### src/hw/rtl/hkf_pkg.sv
// ----------------------------------------------------------------------------
// hkf_pkg
// Shared constants and types of the hotkey key event filter.
// ----------------------------------------------------------------------------
package hkf_pkg;

  // Number of hotkey entries that take part in matching, and slots stored.
  localparam int HOTKEY_ENTRIES = 6;
  localparam int ENTRY_SLOTS    = 6;

  // Key codes covered by the owed-release map.
  localparam int KEY_CODES  = 256;
  localparam int MAP_ADDR_W = (KEY_CODES > 1) ? $clog2(KEY_CODES) : 1;

  // Field widths.
  localparam int CODE_W     = 9;
  localparam int KEY_W      = 8;
  localparam int ID_W       = 8;
  localparam int ENTRY_W    = 20;
  localparam int CFG_IDX_W  = 3;
  localparam int CFG_DATA_W = 20;

  // Register indexes.
  localparam logic [CFG_IDX_W-1:0] REG_FILTER_ENABLE = 3'd0;
  localparam logic [CFG_IDX_W-1:0] REG_ENTRY_FIRST   = 3'd1;

  // Bit positions inside a hotkey entry.
  localparam int ENT_VALID_BIT = 0;
  localparam int ENT_SHIFT_BIT = 1;
  localparam int ENT_ALT_BIT   = 2;
  localparam int ENT_CTRL_BIT  = 3;
  localparam int ENT_KEY_LSB   = 4;
  localparam int ENT_ID_LSB    = 12;

  typedef logic [ENTRY_W-1:0] entry_t;

  // Outcome of the priority match against the hotkey table.
  typedef struct packed {
    logic            hit;
    logic [ID_W-1:0] id;
  } match_t;

  // Event word held in the map lookup stage.
  typedef struct packed {
    logic                  live;
    logic                  key_down;
    logic [MAP_ADDR_W-1:0] addr;
    match_t                match;
  } stage_t;

endpackage

### src/hw/rtl/hkf_event_if.sv
// ----------------------------------------------------------------------------
// hkf_event_if
// Valid/ready channel that carries one key event word.
// ----------------------------------------------------------------------------
interface hkf_event_if
  import hkf_pkg::*;
();
  logic              valid;
  logic              ready;
  logic              hook_action;
  logic              key_down;
  logic              injected;
  logic [CODE_W-1:0] key_code;
  logic              ctrl_held;
  logic              alt_held;
  logic              shift_held;

  modport source (
    output valid, hook_action, key_down, injected, key_code,
           ctrl_held, alt_held, shift_held,
    input  ready
  );

  modport sink (
    input  valid, hook_action, key_down, injected, key_code,
           ctrl_held, alt_held, shift_held,
    output ready
  );
endinterface

### src/hw/rtl/hkf_result_if.sv
// ----------------------------------------------------------------------------
// hkf_result_if
// Valid/ready channel that carries one filter decision word.
// ----------------------------------------------------------------------------
interface hkf_result_if
  import hkf_pkg::*;
();
  logic            valid;
  logic            ready;
  logic            block;
  logic            fired;
  logic [ID_W-1:0] hotkey_id;

  modport source (
    output valid, block, fired, hotkey_id,
    input  ready
  );

  modport sink (
    input  valid, block, fired, hotkey_id,
    output ready
  );
endinterface

### src/hw/rtl/hotkey_key_event_filter_top.sv
// ----------------------------------------------------------------------------
// hotkey_key_event_filter_top
// Key event filter: blocks hotkey presses and their owed releases and
// raises a notification on the first press of a matched hotkey.
//
//   Channel   Dir   Handshake     Word
//   evt       in    valid/ready   hook_action, key_down, injected, key_code,
//                                 ctrl_held, alt_held, shift_held
//   res       out   valid/ready   block, fired, hotkey_id
//   cfg_*     in    write enable  cfg_index, cfg_data
//
// One event word per cycle, sustained while results are taken and the map is
// not clearing. A result is presented after its event is taken: the map memory
// is read at the accepting edge, and the decision is written back into the map
// and the output register when the lookup stage advances. After reset the map
// memory is cleared one entry per cycle, with evt.ready low. A stalled result
// holds the lookup stage, and evt.ready also drops while that stage is full and
// cannot advance.
module hotkey_key_event_filter_top
  import hkf_pkg::*;
(
  input  logic                  clk,
  input  logic                  rst,
  hkf_event_if.sink             evt,
  hkf_result_if.source          res,
  input  logic                  cfg_write,
  input  logic [CFG_IDX_W-1:0]  cfg_index,
  input  logic [CFG_DATA_W-1:0] cfg_data
);

  logic   filter_enable;
  match_t match;
  logic   clearing;
  logic   map_rd_data;

  logic   s1_valid;
  stage_t s1;
  logic   s1_fwd;
  logic   s1_fwd_val;

  logic   s1_adv;
  logic   accept;
  logic   in_live;
  logic   owed;
  logic   owed_next;
  logic   blk_next;
  logic   fired_next;
  logic [ID_W-1:0] id_next;
  logic   map_we;
  logic [MAP_ADDR_W-1:0] in_addr;

  hkf_cfg_match u_match (
    .clk           (clk),
    .rst           (rst),
    .cfg_write     (cfg_write),
    .cfg_index     (cfg_index),
    .cfg_data      (cfg_data),
    .key_code      (evt.key_code),
    .ctrl_held     (evt.ctrl_held),
    .alt_held      (evt.alt_held),
    .shift_held    (evt.shift_held),
    .filter_enable (filter_enable),
    .match         (match)
  );

  assign in_addr = evt.key_code[MAP_ADDR_W-1:0];
  assign in_live = evt.hook_action && !evt.injected &&
                   (evt.key_code < CODE_W'(KEY_CODES));

  assign s1_adv    = s1_valid && (!res.valid || res.ready);
  assign evt.ready = !clearing && (!s1_valid || s1_adv);
  assign accept    = evt.valid && evt.ready;
  assign map_we    = s1_adv && s1.live;

  hkf_owed_mem u_map (
    .clk      (clk),
    .rst      (rst),
    .rd_en    (accept),
    .rd_addr  (in_addr),
    .rd_data  (map_rd_data),
    .wr_en    (map_we),
    .wr_addr  (s1.addr),
    .wr_data  (owed_next),
    .clearing (clearing)
  );

  // The memory read misses a write-back at the same edge, so that bit is
  // carried along beside the read.
  assign owed = s1_fwd ? s1_fwd_val : map_rd_data;

  always_comb begin
    owed_next  = owed;
    blk_next   = 1'b0;
    fired_next = 1'b0;
    id_next    = '0;
    if (s1.live) begin
      if (!s1.key_down) begin
        blk_next  = owed;
        owed_next = 1'b0;
      end else if (filter_enable && s1.match.hit) begin
        blk_next   = 1'b1;
        fired_next = !owed;
        id_next    = owed ? '0 : s1.match.id;
        owed_next  = 1'b1;
      end
    end
  end

  always_ff @(posedge clk) begin
    if (rst) begin
      s1_valid <= 1'b0;
    end else if (accept) begin
      s1_valid <= 1'b1;
    end else if (s1_adv) begin
      s1_valid <= 1'b0;
    end
  end

  always_ff @(posedge clk) begin
    if (accept) begin
      s1.live     <= in_live;
      s1.key_down <= evt.key_down;
      s1.addr     <= in_addr;
      s1.match    <= match;
      s1_fwd      <= map_we && (s1.addr == in_addr);
      s1_fwd_val  <= owed_next;
    end
  end

  always_ff @(posedge clk) begin
    if (rst) begin
      res.valid <= 1'b0;
    end else if (s1_adv) begin
      res.valid <= 1'b1;
    end else if (res.ready) begin
      res.valid <= 1'b0;
    end
  end

  always_ff @(posedge clk) begin
    if (s1_adv) begin
      res.block     <= blk_next;
      res.fired     <= fired_next;
      res.hotkey_id <= id_next;
    end
  end

endmodule

### src/hw/rtl/hkf_cfg_match.sv
// ----------------------------------------------------------------------------
// hkf_cfg_match
// Configuration registers and first-match compare against the hotkey table.
// ----------------------------------------------------------------------------
module hkf_cfg_match
  import hkf_pkg::*;
(
  input  logic                  clk,
  input  logic                  rst,
  input  logic                  cfg_write,
  input  logic [CFG_IDX_W-1:0]  cfg_index,
  input  logic [CFG_DATA_W-1:0] cfg_data,
  input  logic [CODE_W-1:0]     key_code,
  input  logic                  ctrl_held,
  input  logic                  alt_held,
  input  logic                  shift_held,
  output logic                  filter_enable,
  output match_t                match
);

  entry_t entry [ENTRY_SLOTS];

  always_ff @(posedge clk) begin
    if (rst) begin
      filter_enable <= 1'b0;
      for (int i = 0; i < ENTRY_SLOTS; i++) begin
        entry[i] <= '0;
      end
    end else if (cfg_write) begin
      if (cfg_index == REG_FILTER_ENABLE) begin
        filter_enable <= cfg_data[0];
      end
      for (int i = 0; i < ENTRY_SLOTS; i++) begin
        if (cfg_index == REG_ENTRY_FIRST + CFG_IDX_W'(i)) begin
          entry[i] <= cfg_data[ENTRY_W-1:0];
        end
      end
    end
  end

  // Walk from the highest entry down so the lowest matching index wins.
  always_comb begin
    match = '0;
    for (int i = HOTKEY_ENTRIES - 1; i >= 0; i--) begin
      if (entry[i][ENT_VALID_BIT] &&
          entry[i][ENT_SHIFT_BIT] == shift_held &&
          entry[i][ENT_ALT_BIT] == alt_held &&
          entry[i][ENT_CTRL_BIT] == ctrl_held &&
          CODE_W'(entry[i][ENT_KEY_LSB +: KEY_W]) == key_code) begin
        match.hit = 1'b1;
        match.id  = entry[i][ENT_ID_LSB +: ID_W];
      end
    end
  end

endmodule

### src/hw/rtl/hkf_owed_mem.sv
// ----------------------------------------------------------------------------
// hkf_owed_mem
// Owed-release map: one bit per key code in a synchronous memory, with a
// clearing sweep after reset.
// ----------------------------------------------------------------------------
module hkf_owed_mem
  import hkf_pkg::*;
(
  input  logic                  clk,
  input  logic                  rst,
  input  logic                  rd_en,
  input  logic [MAP_ADDR_W-1:0] rd_addr,
  output logic                  rd_data,
  input  logic                  wr_en,
  input  logic [MAP_ADDR_W-1:0] wr_addr,
  input  logic                  wr_data,
  output logic                  clearing
);

  logic                  mem [KEY_CODES];
  logic [MAP_ADDR_W-1:0] clr_addr;

  always_ff @(posedge clk) begin
    if (rst) begin
      clearing <= 1'b1;
      clr_addr <= '0;
    end else if (clearing) begin
      clr_addr <= clr_addr + 1'b1;
      if (clr_addr == MAP_ADDR_W'(KEY_CODES - 1)) begin
        clearing <= 1'b0;
      end
    end
  end

  // A read at the same edge as a write to the same entry returns the old bit.
  always_ff @(posedge clk) begin
    if (clearing) begin
      mem[clr_addr] <= 1'b0;
    end else if (wr_en) begin
      mem[wr_addr] <= wr_data;
    end
    if (rd_en) begin
      rd_data <= mem[rd_addr];
    end
  end

endmodule
### src/flat_wrapper.sv
// flat-port wrapper written by rule: the top's interface ports become plain ports
module hotkey_key_event_filter_top_flat import hkf_pkg::*;
  (clk, rst, cfg_write, cfg_index, cfg_data, evt_valid, evt_hook_action, evt_key_down, evt_injected, evt_key_code, evt_ctrl_held, evt_alt_held, evt_shift_held, evt_ready, res_valid, res_block, res_fired, res_hotkey_id, res_ready);
  hkf_event_if evt_i ();
  hkf_result_if res_i ();
  input  logic clk;
  input  logic rst;
  input  logic cfg_write;
  input  logic [CFG_IDX_W-1:0] cfg_index;
  input  logic [CFG_DATA_W-1:0] cfg_data;
  input wire logic [$bits(evt_i.valid)-1:0] evt_valid;
  input wire logic [$bits(evt_i.hook_action)-1:0] evt_hook_action;
  input wire logic [$bits(evt_i.key_down)-1:0] evt_key_down;
  input wire logic [$bits(evt_i.injected)-1:0] evt_injected;
  input wire logic [$bits(evt_i.key_code)-1:0] evt_key_code;
  input wire logic [$bits(evt_i.ctrl_held)-1:0] evt_ctrl_held;
  input wire logic [$bits(evt_i.alt_held)-1:0] evt_alt_held;
  input wire logic [$bits(evt_i.shift_held)-1:0] evt_shift_held;
  output wire logic [$bits(evt_i.ready)-1:0] evt_ready;
  output wire logic [$bits(res_i.valid)-1:0] res_valid;
  output wire logic [$bits(res_i.block)-1:0] res_block;
  output wire logic [$bits(res_i.fired)-1:0] res_fired;
  output wire logic [$bits(res_i.hotkey_id)-1:0] res_hotkey_id;
  input wire logic [$bits(res_i.ready)-1:0] res_ready;
  assign evt_i.valid = evt_valid;
  assign evt_i.hook_action = evt_hook_action;
  assign evt_i.key_down = evt_key_down;
  assign evt_i.injected = evt_injected;
  assign evt_i.key_code = evt_key_code;
  assign evt_i.ctrl_held = evt_ctrl_held;
  assign evt_i.alt_held = evt_alt_held;
  assign evt_i.shift_held = evt_shift_held;
  assign evt_ready = evt_i.ready;
  assign res_valid = res_i.valid;
  assign res_block = res_i.block;
  assign res_fired = res_i.fired;
  assign res_hotkey_id = res_i.hotkey_id;
  assign res_i.ready = res_ready;
  hotkey_key_event_filter_top u_core (.clk(clk), .rst(rst), .evt(evt_i), .res(res_i), .cfg_write(cfg_write), .cfg_index(cfg_index), .cfg_data(cfg_data));
endmodule
### config.mk
export PLATFORM = sky130hd
export DESIGN_NAME = hotkey_key_event_filter_top_flat
export DESIGN_NICKNAME = d
export VERILOG_FILES = /design/src/hw/rtl/hkf_pkg.sv /design/src/hw/rtl/hkf_event_if.sv /design/src/hw/rtl/hkf_result_if.sv /design/src/hw/rtl/hotkey_key_event_filter_top.sv /design/src/hw/rtl/hkf_cfg_match.sv /design/src/hw/rtl/hkf_owed_mem.sv /design/src/flat_wrapper.sv
export SDC_FILE = /design/constraint.sdc
export NUM_CORES = 1
export LEC_CHECK = 0
export ABC_AREA = 0
export BUFFER_PORTS_ARGS = -buffer_cell sky130_fd_sc_hd__buf_2
export CAP_MARGIN = 5
export CORE_UTILIZATION = 40
export CTS_CLUSTER_DIAMETER = 100
export DETAILED_ROUTE_END_ITERATION = 10
export PLACE_DENSITY = 0.62
export SLEW_MARGIN = 30
export SYNTH_ARGS = -nofsm -noshare
export SYNTH_HDL_FRONTEND = slang
export SYNTH_SLANG_ARGS = --single-unit
### constraint.sdc
create_clock -name clk -period 8.9 [get_ports clk]
set_input_delay 0.445 -clock clk [delete_from_list [all_inputs] [get_ports clk]]
set_output_delay 0.445 -clock clk [all_outputs]
set_load 0.01 [all_outputs]
# Yosys cells after proc, flatten, opt, wreduce, memory -nomap -nowiden
# Memory sizes are Yosys's and may differ from the RTL's. A register that Yosys moved wholly into a read port is not among the register bits.
# Index checks and enable logic that the tools add are counted.
# word_totals
memories	2
elab_cells	165
reg_bits	43
out_inout_bits	12
input_bits	43
ram_bits	376
# mem_list
memory	depth	word_bits	read_ports	rd_ports_with_merged_regs	write_ports	line	rtl
u_core.u_map.mem	256	1	1	1	1	hkf_owed_mem.sv:20	logic mem [KEY_CODES];
u_core.u_match.entry	6	20	6	0	6	hkf_cfg_match.sv:21	entry_t entry [ENTRY_SLOTS];
# classes
n_mux	58
bitwise_logic	9
n_eq_ne	32
reduce_logical	47
add_sub_neg	1
n_lt_le_gt_ge	1
# op_table
cell	count
20-bit two-way mux	6
8-bit by 9-bit equality test with 1-bit output	6
8-bit two-way mux	6
1-bit two-way mux	45
1-bit logical AND	32
1-bit equality test	18
3-bit equality test (second input constant)	3
9-bit less-than comparator (second input constant)	1
9-bit two-way mux	1
8-bit by 1-bit adder with 8-bit output (second input constant)	1
8-bit equality test	1
8-bit equality test (second input constant)	1
3-bit by 2-bit equality test with 1-bit output (second input constant)	2
1-bit bitwise OR	6
1-bit zero test	5
5-bit OR reduction	1
2-bit nonzero test	2
4-bit OR reduction	1
3-bit by 1-bit equality test with 1-bit output (second input constant)	1
3-bit zero test	1
1-bit inverter	3
3-bit AND reduction	1
1-bit logical OR	2
2-bit AND reduction	1
1-bit OR reduction	1

# Depth between registers and ports, before layout
# Gate-level depths: netlist (run 1).
# An unclocked memory read counts as a cell.
# depth
ltp_word	12
mapped_depth	11

# By module
# A second synthesis (run 1) with hierarchy kept.
# hier_totals
cells_unflattened	1402
hier_area_um2	18830.6
# modules_own_cells
mod	instances	area_each_um2	cells_each
hkf_owed_mem	1	11816.3	889
hkf_cfg_match	1	5794.3	442
hotkey_key_event_filter_top	1	1219.9	71

# Worst setup path after synthesis (run 1)
# OpenSTA, ideal clock, no wires.
# synth_path
kind	in2reg
from	in res_ready
to	mem u_core.u_map.mem[0] (data pin)
stages	5
setup_slack_ns	0.036
required_time_ns	7.439
path_buffers	2
t_arrival_ns	7.404
path_cell_list	nand2b_1 -> nand4b_4 -> buf_2 -> buf_2 -> nor2b_1
# synth_between
elab_chain_cells	8
# synth_lines
item	line	rtl
start, declared	flat_wrapper.sv:24	input wire logic [$bits(res_i.ready)-1:0] res_ready;
1-bit logical OR	hotkey_key_event_filter_top.sv:70	assign s1_adv = s1_valid && (!res.valid || res.ready);
1-bit logical AND	hotkey_key_event_filter_top.sv:70	
1-bit logical AND	hotkey_key_event_filter_top.sv:73	assign map_we = s1_adv && s1.live;
1-bit two-way mux	hkf_owed_mem.sv:39	end else if (wr_en) begin
1-bit two-way mux	hkf_owed_mem.sv:37	if (clearing) begin
1-bit two-way mux (not written as such)	hkf_owed_mem.sv:40	mem[wr_addr] <= wr_data;
1-bit OR reduction (no line)	--	
1-bit two-way mux (no line)	--	
end, declared	hkf_owed_mem.sv:20	
# Every way passes these cells.

# Worst setup path in the final report (run 1)
# layout_path
from	reg u_core.u_map.clearing
to	mem u_core.u_map.mem[19], enable pin
# layout_between
elab_chain_cells	4
elab_cells_between_ends	7
cone_classes	mux: 6; reduce/logical: 1
# layout_lines
item	line	rtl
start, declared	hkf_owed_mem.sv:17	output logic clearing
start signal, assigned	hkf_owed_mem.sv:25	clearing <= 1'b1;
start signal, assigned	hkf_owed_mem.sv:30	clearing <= 1'b0;
1-bit two-way mux	hkf_owed_mem.sv:37	
1-bit two-way mux (not written as such)	hkf_owed_mem.sv:40	
1-bit OR reduction (no line)	--	
8-bit two-way mux (no line) / 1-bit two-way mux (equally long branches)	--	
# Parallel ways exist; a longest one is shown, timed or not.

==> metrics.csv, run 1 <==
stage;metric;value;unit
critical_path;crit-path leading delay family;simple AND/OR/NAND/NOR gates;
placed_design;HPWL after DPL;27200;microns
timing;Worst slew margin;31.3;%
grt;first-pass GRT wire length;68500;microns
status;status;completed;
pwr;Pleak;7.36;nW
grt;vias in the first global route;11200;
drt;DRC;0;
grt;gr usage total;19.0;%
logic_synthesis;top post-synthesis cells by area;edfxtp_1, nor2_1, mux4_2, and2_1, mux2i_1;
logic_synthesis;Synth cell types;55;
logic_synthesis;area share of the largest cell type after synthesis;64.4;%
logic_synthesis;Most used DFF post-synth;edfxtp_1;
logic_synthesis;post-synth top area cell;edfxtp_1;
timing;fin crit share;35.7;%
floorplanning;Initial Utilization;40.7;%
drt;via count;11300;
timing;clk_skew;0.0295;ns
clocking;post-cts resize count;0;
timing;min Tclk post-route;3.18;ns
critical_path;crit path DAT;3.47;ns
placed_design;Placer Congestion;0.804;
clocking;worst skew pair latency;0.59;ns
logic_synthesis;Yosys reg bits;420;
clocking;TritonCTS clock tree;yes;
floorplanning;row cnt;79;
timing;Hold Fails Final Rpt;0;
critical_path;WP data required;9.19;ns
final_layout;Post-layout nets;1504;
logic_synthesis;Seq/Total Area, Yosys;65.7;%
pwr;total power draw;0.00422;W
pwr;sequential share of power;52.2;%
clocking;Setup Buffers After CTS;0;
critical_path;CP max stage delay;0.78;ns
timing;total negative slack;0;ns
floorplanning;die area;0.0484;sq mm
timing;unrepaired setup endpoints after global routing;false;
final_layout;Final Util;45.5;%
timing;Max Clock Freq;315;MHz
critical_path;crit-path most repeated cell;nand2b_1;
drt;Routed WL;44900;microns
placed_design;dpl cells;2019;
critical_path;CP Capture Type;flip-flop;
clocking;clk root buf;clkbuf_16;
timing;worst slew pin tran;1.03;ns
final_layout;filler cell count;4178;
pwr;VDD IR-drop max;129;uV
critical_path;Worst path slowest cell;nand2b_1;
clocking;Clock transition at path regs;0.06;ns
critical_path;Startpoint Class;flip-flop;
clocking;Num CTS Buffers;46;
pwr;internal power;0.00329;W
drt;ANT nets after route;0;
logic_synthesis;Post-synth top cells;edfxtp_1, nor2_1, and2_1;
final_layout;non-filler cells, final;2101;
pwr;pwr/cell area;198;mW/mm^2
critical_path;worst setup path category;reg2reg;
final_layout;layout cells sized above 1;14.2;%
logic_synthesis;Synth Cell Area;0.0190;sq mm
clocking;cts hold-fix bufs;0;
pwr;Clock power frac;43.1;%
pwr;Net Sw Power;0.000926;W
logic_synthesis;ys async rst share;0;%
hold_path;Worst Hold Class;in2reg;
logic_synthesis;Post-synth EDFFs;408;
flow_run;max-cap violations;0;
floorplanning;Core Region;0.0468;sq mm
final_layout;Area Overhead vs Synth;11.9;%
pwr;combinational power share;4.7;%
timing;endpoints failing setup;0;
critical_path;reg2reg setup slack;5.72;ns
grt;grt total ovfl;0;
floorplanning;I/O pin cnt;55;
logic_synthesis;top-count cell post-synth;edfxtp_1;
drt;wire per inst;21.3;microns
floorplanning;Die X;220;microns
clocking;H-tree level count;2;
logic_synthesis;Post-Syn Instances;1430;
drt;initial drt markers;1170;
placed_design;port buffer count;54;
drt;first drt pass iteration count;5;
floorplanning;Vert. Die Dim;220;microns
pwr;sw frac;22.0;%
critical_path;WP buf/inv;0;
grt;initial antenna violation count;0;
grt;largest net degree at the start of global routing;141;
timing;max-slew violations;0;
drt;drt via density;5.40;
critical_path;worst-path maximum fanout;27;
logic_synthesis;Syn Area/Cell;13.3;sq um
logic_synthesis;Net Count, Synth;1474;
critical_path;crit-path cells;nand4b_4 > and3_1 > a31oi_1 > nand2b_1 > nand2b_1 > nor2_1;
clocking;Sink Count;420;
final_layout;antenna cells;0;
clocking;Max Buffers Root-to-Sink;3;
logic_synthesis;Yosys warning count;0;
-- layout make-up --
cell class                 count  area [sq um]  area share (%)
sequential                   420         12500            58.7
clock buffer                  62          1270            5.98
clock inverter                20           151           0.711
multi-input combinational    897          6090            28.6
tap                          607           759            3.57
inverter                      21          78.8           0.370
timing repair buffer          74           440            2.07
-- registers in the layout, indices dropped and copies added (netlist names) --
register / flops
u_core.res.block: 1
u_core.res.fired: 1
u_core.res.hotkey_id: 8
u_core.res.valid: 1
u_core.s1: 19
u_core.s1_fwd: 1
u_core.s1_fwd_val: 1
u_core.s1_valid: 1
u_core.u_map.clearing: 1
u_core.u_map.clr_addr: 8
u_core.u_map.mem: 256
u_core.u_map.rd_data: 1
u_core.u_match.entry: 120
u_core.u_match.filter_enable: 1
-- per-stage QoR --
stage,worst slack (ns),hold slack (ns),cell area [sq um]
6_report,5.72,0.0763,21300
5_1_grt,5.56,0.0636,21300
4_1_cts,5.73,0.0549,21300
3_5_place_dp,5.22,0.507,19900
3_3_place_gp,5.23,0.508,19800
2_1_floorplan,0.0357,0.474,19000
-- power groups by stage --
stage               registers [W]  clock network, W  logic [W]
detailed placement        0.00224                 0   0.000199
global placement          0.00224                 0   0.000195
floorplan                 0.00224                 0   0.000127
CTS                       0.00220           0.00185   0.000200
finish                    0.00220           0.00182   0.000197
global route              0.00221           0.00193   0.000213
-- path summary, 6_finish.rpt --
| kind | from | end | cells after the start |
|---|---|---|---|
| worst min-delay path | evt_key_down | u_core.s1[17] | 1 |
| worst max-delay path | u_core.u_map.clearing | u_core.u_map.mem[19] | 6 |
| worst max register to register | u_core.u_map.clearing | u_core.u_map.mem[19] | 6 |
| worst min register to register | u_core.s1[1] | u_core.res.hotkey_id[1] | 1 |
-- layer usage --
layer	part of all wire, %	global-route usage (%)	up-vias
li1	-	-	5219
met1	44	26.2	5747
met2	49	31.3	316
met3	5.4	3.00	65
met4	2.0	5.01	0
met5	0	0	-
-- layout by cell type, fill, tap and decap left out, types with 5 or more instances in the layout --
cell / count
dfxtp_1: 12
inv_1: 21
nor3b_1: 7
a31oi_1: 5
nor3_1: 13
nand4_1: 15
and2_1: 133
clkinv_2: 10
nor4_1: 18
nor2b_1: 8
clkbuf_16: 47
nor2_1: 287
nand2_1: 35
xnor2_1: 36
o22ai_1: 18
or2_2: 8
clkbuf_1: 11
mux2i_1: 77
buf_2: 52
nand3b_1: 10
edfxtp_1: 408
nand2b_1: 22
o21ai_2: 5
xor2_1: 42
buf_4: 18
nand2b_2: 7
mux4_2: 39
o21ai_0: 31
or3_1: 7
clkinv_1: 5
nand3_1: 20
a21oi_1: 7
-- kinds of logic (layout without fill, tap and decap cells) --
group	after synthesis	in the layout	share of synthesized area [%]
AOI/OAI and AO/OA	95	95	3.10
adders and majority gates	1	1	0.0658
and+or+nand+nor	603	603	15.7
muxes	120	120	9.15
DFF	420	420	65.7
buffers and inverters	113	177	2.74
xor gates and xnor gates	78	78	3.59
Note: power is estimated with default switching activity, not from simulation.
==> run 2, diff against run 1 <==
--- a/config.mk
+++ b/config.mk
@@ -11,7 +11,7 @@
 export CORE_UTILIZATION = 40
 export CTS_CLUSTER_DIAMETER = 100
 export DETAILED_ROUTE_END_ITERATION = 10
-export PLACE_DENSITY = 0.62
+export PLACE_DENSITY = 0.6
 export SLEW_MARGIN = 30
 export SYNTH_ARGS = -nofsm -noshare
 export SYNTH_HDL_FRONTEND = slang
==> constraint.sdc (replaced) <==
create_clock -name clk -period 3.1 [get_ports clk]
set_input_delay 0.155 -clock clk [delete_from_list [all_inputs] [get_ports clk]]
set_output_delay 0.155 -clock clk [all_outputs]
set_load 0.01 [all_outputs]
==> run 2 against run 1 <==
Against the previous run:
- via count is 2.4% higher
- non-clock buffer count grew 97
- critical path type unchanged
- flip-flop and latch count stayed put
- cell count increased by 4.5%
- sequential power rose to 2.9 times the previous value
==> metrics.csv, run 2 (synthesized netlist as in run 1, its figures left out) <==
stage;metric;value;unit
status;status;completed;
grt;first-pass GRT wire length;68800;microns
floorplanning;Core Region;0.0468;sq mm
pwr;pwr/cell area;547;mW/mm^2
timing;min Tclk post-route;2.71;ns
timing;Hold Fails Final Rpt;0;
clocking;Setup Buffers After CTS;0;
critical_path;crit-path leading delay family;simple AND/OR/NAND/NOR gates;
critical_path;Worst R2R Path Depth;7;
timing;Worst slew margin;47.5;%
final_layout;filler cell count;4094;
final_layout;Final Instance Area;0.0221;sq mm
clocking;worst skew pair latency;0.58;ns
drt;wire per inst;20.7;microns
hold_path;Worst Hold Class;in2reg;
drt;first drt pass iteration count;5;
timing;Max Clock Freq;369;MHz
drt;DRC;0;
floorplanning;die area;0.0484;sq mm
final_layout;biggest regs;u_core.u_map.mem x256, u_core.u_match.entry x120, u_core.s1 x19;
placed_design;HPWL after DPL;29100;microns
hold_path;WHS Path Cells;2;
timing;fin crit share;87.5;%
pwr;total power draw;0.0121;W
clocking;Num CTS Buffers;45;
final_layout;Area Overhead vs Synth;16.1;%
final_layout;Reg with most FFs;u_core.u_map.mem;
critical_path;WP data required;3.41;ns
critical_path;Worst path slowest cell;nand2b_1;
timing;endpoints failing setup;0;
final_layout;layout cells sized above 1;16.8;%
pwr;VDD IR-drop max;474;uV
clocking;Max Buffers Root-to-Sink;3;
drt;Routed WL;45400;microns
critical_path;Crit path depth;7;
final_layout;antenna cells;0;
placed_design;DP Area;0.0204;sq mm
critical_path;CP Capture Type;flip-flop;
flow_run;max-cap violations;0;
critical_path;crit-path cells;nand2b_1 > nand4b_4 > and3_1 > a31oi_1 > or2_2 > nand2b_1 > nor2_1;
critical_path;worst setup path category;reg2reg;
clocking;Sink Count;420;
timing;max-slew violations;0;
critical_path;Startpoint Class;flip-flop;
grt;initial antenna violation count;0;
grt;gr usage total;19.2;%
critical_path;CP max stage delay;0.56;ns
grt;largest net degree at the start of global routing;153;
clocking;Clock transition at path regs;0.06;ns
timing;clk_skew;0.0276;ns
timing;unrepaired setup endpoints after global routing;false;
drt;initial drt markers;786;
placed_design;port buffer count;54;
floorplanning;row cnt;79;
grt;grt total ovfl;0;
clocking;clk root buf;clkbuf_16;
floorplanning;Initial Utilization;40.7;%
critical_path;reg2reg setup slack;0.39;ns
critical_path;worst-path maximum fanout;27;
critical_path;crit path DAT;3.02;ns
final_layout;commonest non-fill, non-tap cell in the layout;edfxtp_1;
floorplanning;Die X;220;microns
drt;drt via density;5.29;
drt;ANT nets after route;0;
timing;worst slew pin tran;0.782;ns
final_layout;flip-flop count of the largest register after layout;256;
clocking;H-tree level count;2;
floorplanning;I/O pin cnt;55;
final_layout;Post-layout nets;1600;
clocking;TritonCTS clock tree;yes;
grt;vias in the first global route;11500;
timing;total negative slack;0;ns
critical_path;WP buf/inv;0;
floorplanning;Vert. Die Dim;220;microns
placed_design;Placer Congestion;0.897;
pwr;Pleak;7.77;nW
critical_path;crit-path most repeated cell;nand2b_1;
drt;via count;11600;
final_layout;most frequent cells in the layout;edfxtp_1, nor2_1, and2_1, buf_4, mux2i_1;
[run 2: changes by cell type in the layout (fill, tap and decap cells not counted), sizes merged]
| cell | before | now |
|---|---|---|
| buf | 74 | 146 |
| dlygate4sd3 | 0 | 25 |
| clkbuf | 62 | 58 |
| bufinv | 1 | 3 |
| clkinv | 17 | 18 |
| inv | 23 | 22 |
[run 2: worst register-to-register path, cell delays in order (launching register included)]
cell and delay, ns:
dfxtp_2 0.32, nand2b_1 0.15, nand4b_4 0.34, and3_1 0.33
a31oi_1 0.36, or2_2 0.24, nand2b_1 0.56, nor2_1 0.16
[run 2: what timing repair did]
action / in CTS / in global routing
resized for setup: 0 / 0
hold buffers: 25 / 0
hold endpoints to repair: 125 / 0
[run 2: final timing paths]
kind,startpoint,end
worst min register to register,u_core.s1[2],u_core.res.hotkey_id[2]
worst max-delay path,u_core.res.valid,u_core.u_map.mem[23]
worst min-delay path,cfg_data[8],u_core.u_match.entry[0][8]
worst max register to register,u_core.res.valid,u_core.u_map.mem[23]
[run 2: through the flow]
stage / hold slack [ns] / utilization, % / std cells / setup slack (ns)
after floorplan: 0.254 / - / 1430 / -0.496
after global placement: 0.359 / 43.7 / 2091 / 0.486
after detailed placement: 0.358 / 43.7 / 2091 / 0.443
after CTS: 0.00625 / 47.2 / 2196 / 0.402
after global routing: 0.0231 / 47.2 / 2196 / 0.214
final: 0.0250 / 47.2 / 2196 / 0.387
[run 2: area by class of cell]
type                            instances  area (sq um)  area share, %
Sequential cell                       420         12500           56.6
Multi-Input combinational cell        897          6050           27.4
Timing Repair Buffer                  171          1300           5.91
Clock buffer                           58          1170           5.32
Tap cell                              607           759           3.44
Clock inverter                         22           206          0.935
Inverter                               21          78.8          0.357
[run 2: metal layers]
layer	part of all wire (%)	wire, microns	track usage (%)	vias to the layer above
li1	-	-	-	5407
met1	43	19400	25.6	5835
met2	49	22000	31.8	298
met3	5.8	2640	3.27	80
met4	2.9	1330	6.64	0
met5	0	0	0	-
[run 2: where the power goes]
part           total (W)  internal [W]  switching [W]
sequential       0.00632       0.00628      0.0000458
combinational   0.000633      0.000248       0.000385
clock            0.00510       0.00293        0.00218
==> run 3, diff against run 2 <==
--- a/config.mk
+++ b/config.mk
@@ -8,11 +8,12 @@
 export ABC_AREA = 0
 export BUFFER_PORTS_ARGS = -buffer_cell sky130_fd_sc_hd__buf_2
 export CAP_MARGIN = 5
-export CORE_UTILIZATION = 40
+export CORE_UTILIZATION = 62
 export CTS_CLUSTER_DIAMETER = 100
 export DETAILED_ROUTE_END_ITERATION = 10
-export PLACE_DENSITY = 0.6
+export PLACE_DENSITY = 0.84
 export SLEW_MARGIN = 30
 export SYNTH_ARGS = -nofsm -noshare
 export SYNTH_HDL_FRONTEND = slang
+export SYNTH_HIERARCHICAL = 1
 export SYNTH_SLANG_ARGS = --single-unit
==> run 3 against run 2 <==
Against the previous run:
- worst setup slack got worse by 0.13 ns
- register-to-register slack got worse by 0.13 ns
- count of clock-buffer cells in the layout fell by 5
- power fell by 2.3%
- final area fell by 3.8%
==> metrics.csv, run 3 <==
stage;metric;value;unit
hold_path;worst hold start;cfg_data[9];
final_layout;non-filler cells, final;1906;
pwr;VDD IR-drop max;465;uV
critical_path;CP Capture Type;flip-flop;
placed_design;Placer Congestion;0.829;
hold_path;Worst Hold Class;in2reg;
critical_path;worst-path maximum fanout;16;
logic_synthesis;Yosys warning count;6;
grt;first-pass GRT wire length;66800;microns
final_layout;filler cell count;1860;
floorplanning;row cnt;63;
timing;max-slew violations;0;
drt;Routed WL;44200;microns
clocking;worst skew pair latency;0.54;ns
clocking;H-tree level count;2;
hold_path;WHS Path Cells;2;
clocking;TritonCTS clock tree;yes;
timing;worst slew pin tran;0.900;ns
critical_path;crit path DAT;3.06;ns
flow_run;max-cap violations;0;
timing;unrepaired setup endpoints after global routing;false;
pwr;pwr/cell area;555;mW/mm^2
clocking;Clock transition at path regs;0.06;ns
logic_synthesis;Post-synth top cells;edfxtp_1, nor2_1, and2_1;
timing;total negative slack;0;ns
timing;min Tclk post-route;2.85;ns
logic_synthesis;Post-Syn Instances;1402;
critical_path;crit-path leading delay family;simple AND/OR/NAND/NOR gates;
timing;worst setup margin;0.254;ns
logic_synthesis;top-count cell post-synth;edfxtp_1;
clocking;Setup Buffers After CTS;0;
critical_path;WP data required;3.32;ns
grt;gr usage total;29.0;%
clocking;Sink Count;420;
logic_synthesis;Most used DFF post-synth;edfxtp_1;
clocking;Max Buffers Root-to-Sink;3;
critical_path;worst setup path category;reg2reg;
logic_synthesis;Synth cell types;52;
timing;fin crit share;91.8;%
critical_path;WP buf/inv;0;
logic_synthesis;top post-synthesis cells by area;edfxtp_1, nor2_1, mux4_2, and2_1, mux2i_1;
final_layout;Post-layout nets;1529;
final_layout;Reg with most FFs;u_core/u_map/mem;
grt;Global Route met2 Usage;49.6;%
grt;met3 usage;5.86;%
placed_design;pre-CTS setup slack;0.331;ns
drt;drt via density;6.36;
grt;GRT Max-Usage Layer;met2;
logic_synthesis;Net Count, Synth;1446;
final_layout;antenna cells;0;
critical_path;CP max stage delay;0.70;ns
final_layout;most frequent cells in the layout;edfxtp_1, nor2_1, and2_1, buf_4, nand2_1;
floorplanning;Initial Utilization;63.2;%
logic_synthesis;Synth Cell Area;0.0188;sq mm
grt;initial antenna violation count;0;
timing;Hold Fails Final Rpt;0;
logic_synthesis;area share of the largest cell type after synthesis;65.1;%
floorplanning;Die X;176;microns
logic_synthesis;Yosys reg bits;420;
grt;grt total ovfl;0;
critical_path;FF-to-FF End;u_core/u_map/mem[132];
drt;wire per inst;23.2;microns
final_layout;multi-input logic area;0.00596;sq mm
timing;Max Clock Freq;351;MHz
timing;endpoints failing setup;0;
drt;initial drt markers;1356;
critical_path;r2r startpoint;u_core/res.valid;
grt;vias in the first global route;11800;
final_layout;register area;0.0125;sq mm
logic_synthesis;post-synth top area cell;edfxtp_1;
clocking;post-cts resize count;0;
floorplanning;Core Region;0.0298;sq mm
critical_path;Startpoint Class;flip-flop;
placed_design;dpl cells;1819;
final_layout;Area Overhead vs Synth;12.8;%
critical_path;reg2reg setup slack;0.25;ns
grt;global routing usage on met1;36.5;%
hold_path;hold endpoint;u_core/u_match/entry[0][49];
placed_design;port buffer count;54;
final_layout;flip-flop count of the largest register after layout;256;
logic_synthesis;Seq/Total Area, Yosys;66.3;%
placed_design;HPWL after DPL;28600;microns
status;status;completed;
drt;via count;12100;
floorplanning;Vert. Die Dim;176;microns
floorplanning;I/O pin cnt;55;
timing;Worst slew margin;39.9;%
grt;largest net degree at the start of global routing;54;
logic_synthesis;ys async rst share;0;%
final_layout;biggest regs;u_core/u_map/mem x256, u_core/u_match/entry x120, u_core/s1 x19;
drt;first drt pass iteration count;7;
clocking;cts hold-fix bufs;12;
critical_path;Worst R2R Path Depth;6;
pwr;total power draw;0.0118;W
final_layout;layout cells sized above 1;16.0;%
pwr;Pleak;7.22;nW
timing;final hold slack;0.00587;ns
logic_synthesis;Post-synth EDFFs;408;
timing;clk_skew;0.0297;ns
final_layout;commonest non-fill, non-tap cell in the layout;edfxtp_1;
clocking;clk root buf;clkbuf_16;
drt;DRC;0;
drt;ANT nets after route;0;
critical_path;crit-path cells;nor2b_1 > nor2_1 > nor2b_1 > o31ai_1 > nand2_1 > nor2_1;
clocking;Num CTS Buffers;42;
floorplanning;die area;0.0311;sq mm
critical_path;Worst path slowest cell;o31ai_1;
logic_synthesis;Syn Area/Cell;13.4;sq um
==> run 3: metrics by stage <==
step | instance area, sq um | util [%]
6_report | 21200 | 71.3
4_1_cts | 21200 | 71.2
5_1_grt | 21200 | 71.3
3_3_place_gp | 19800 | 66.3
3_5_place_dp | 19800 | 66.4
2_1_floorplan | 18800 | -
==> run 3: kinds of logic (layout without fill, tap and decap cells) <==
| group | after synthesis | count (layout) | share of synthesized area [%] |
|---|---|---|---|
| flip-flops | 420 | 420 | 66.3 |
| buffers and inverters | 97 | 211 | 2.49 |
| multiplexers | 96 | 96 | 7.90 |
| AO/OA/AOI/OAI | 95 | 95 | 3.61 |
| XOR/XNOR | 79 | 79 | 3.71 |
| AND/OR/NAND/NOR | 614 | 614 | 15.9 |
| adder cells (fa/ha/maj) | 1 | 1 | 0.0664 |
==> run 3: how the worst max path moves through the flow <==
stage	start	end	slack (ns)	cells after the start
floorplan	u_core/res.valid	u_core/u_map/mem[0]	0.28	6
global placement	evt_key_code[1]	u_core/s1[2]	0.44	8
detailed placement	u_core/res.valid	u_core/u_map/mem[228]	0.33	8
CTS	u_core/res.valid	u_core/u_map/mem[35]	0.20	8
global route	u_core/res.valid	u_core/u_map/mem[143]	0.06	6
finish	u_core/res.valid	u_core/u_map/mem[132]	0.25	6
==> run 3: power by group <==
part / switching, W / internal [W] / leakage (nW)
Sequential: 0.0000513 / 0.00628 / 4.00
Clock: 0.00205 / 0.00280 / 0.644
Combinational: 0.000382 / 0.000231 / 2.57
==> run 3: cell type report <==
| class | count | share of cell area, % |
|---|---|---|
| repair buffers | 132 | 4.62 |
| inverters | 4 | 0.0707 |
| multi-input cells | 885 | 28.0 |
| well taps | 390 | 2.30 |
| flip-flops and latches | 420 | 58.8 |
| clock buffers | 53 | 5.24 |
| clock inverters | 22 | 0.907 |
==> run 3: metal layers <==
layer / wire [microns] / vias up
li1: - / 5273
met1: 15600 / 5979
met2: 22300 / 737
met5: 0 / -
met3: 4640 / 126
met4: 1640 / 0
==> run 3: worst register-to-register path, stage by stage, from the launching register on <==
cell and delay (ns):
dfxtp_1 0.33, nor2b_1 0.22, nor2_1 0.13, nor2b_1 0.25, o31ai_1 0.70, nand2_1 0.62, nor2_1 0.29
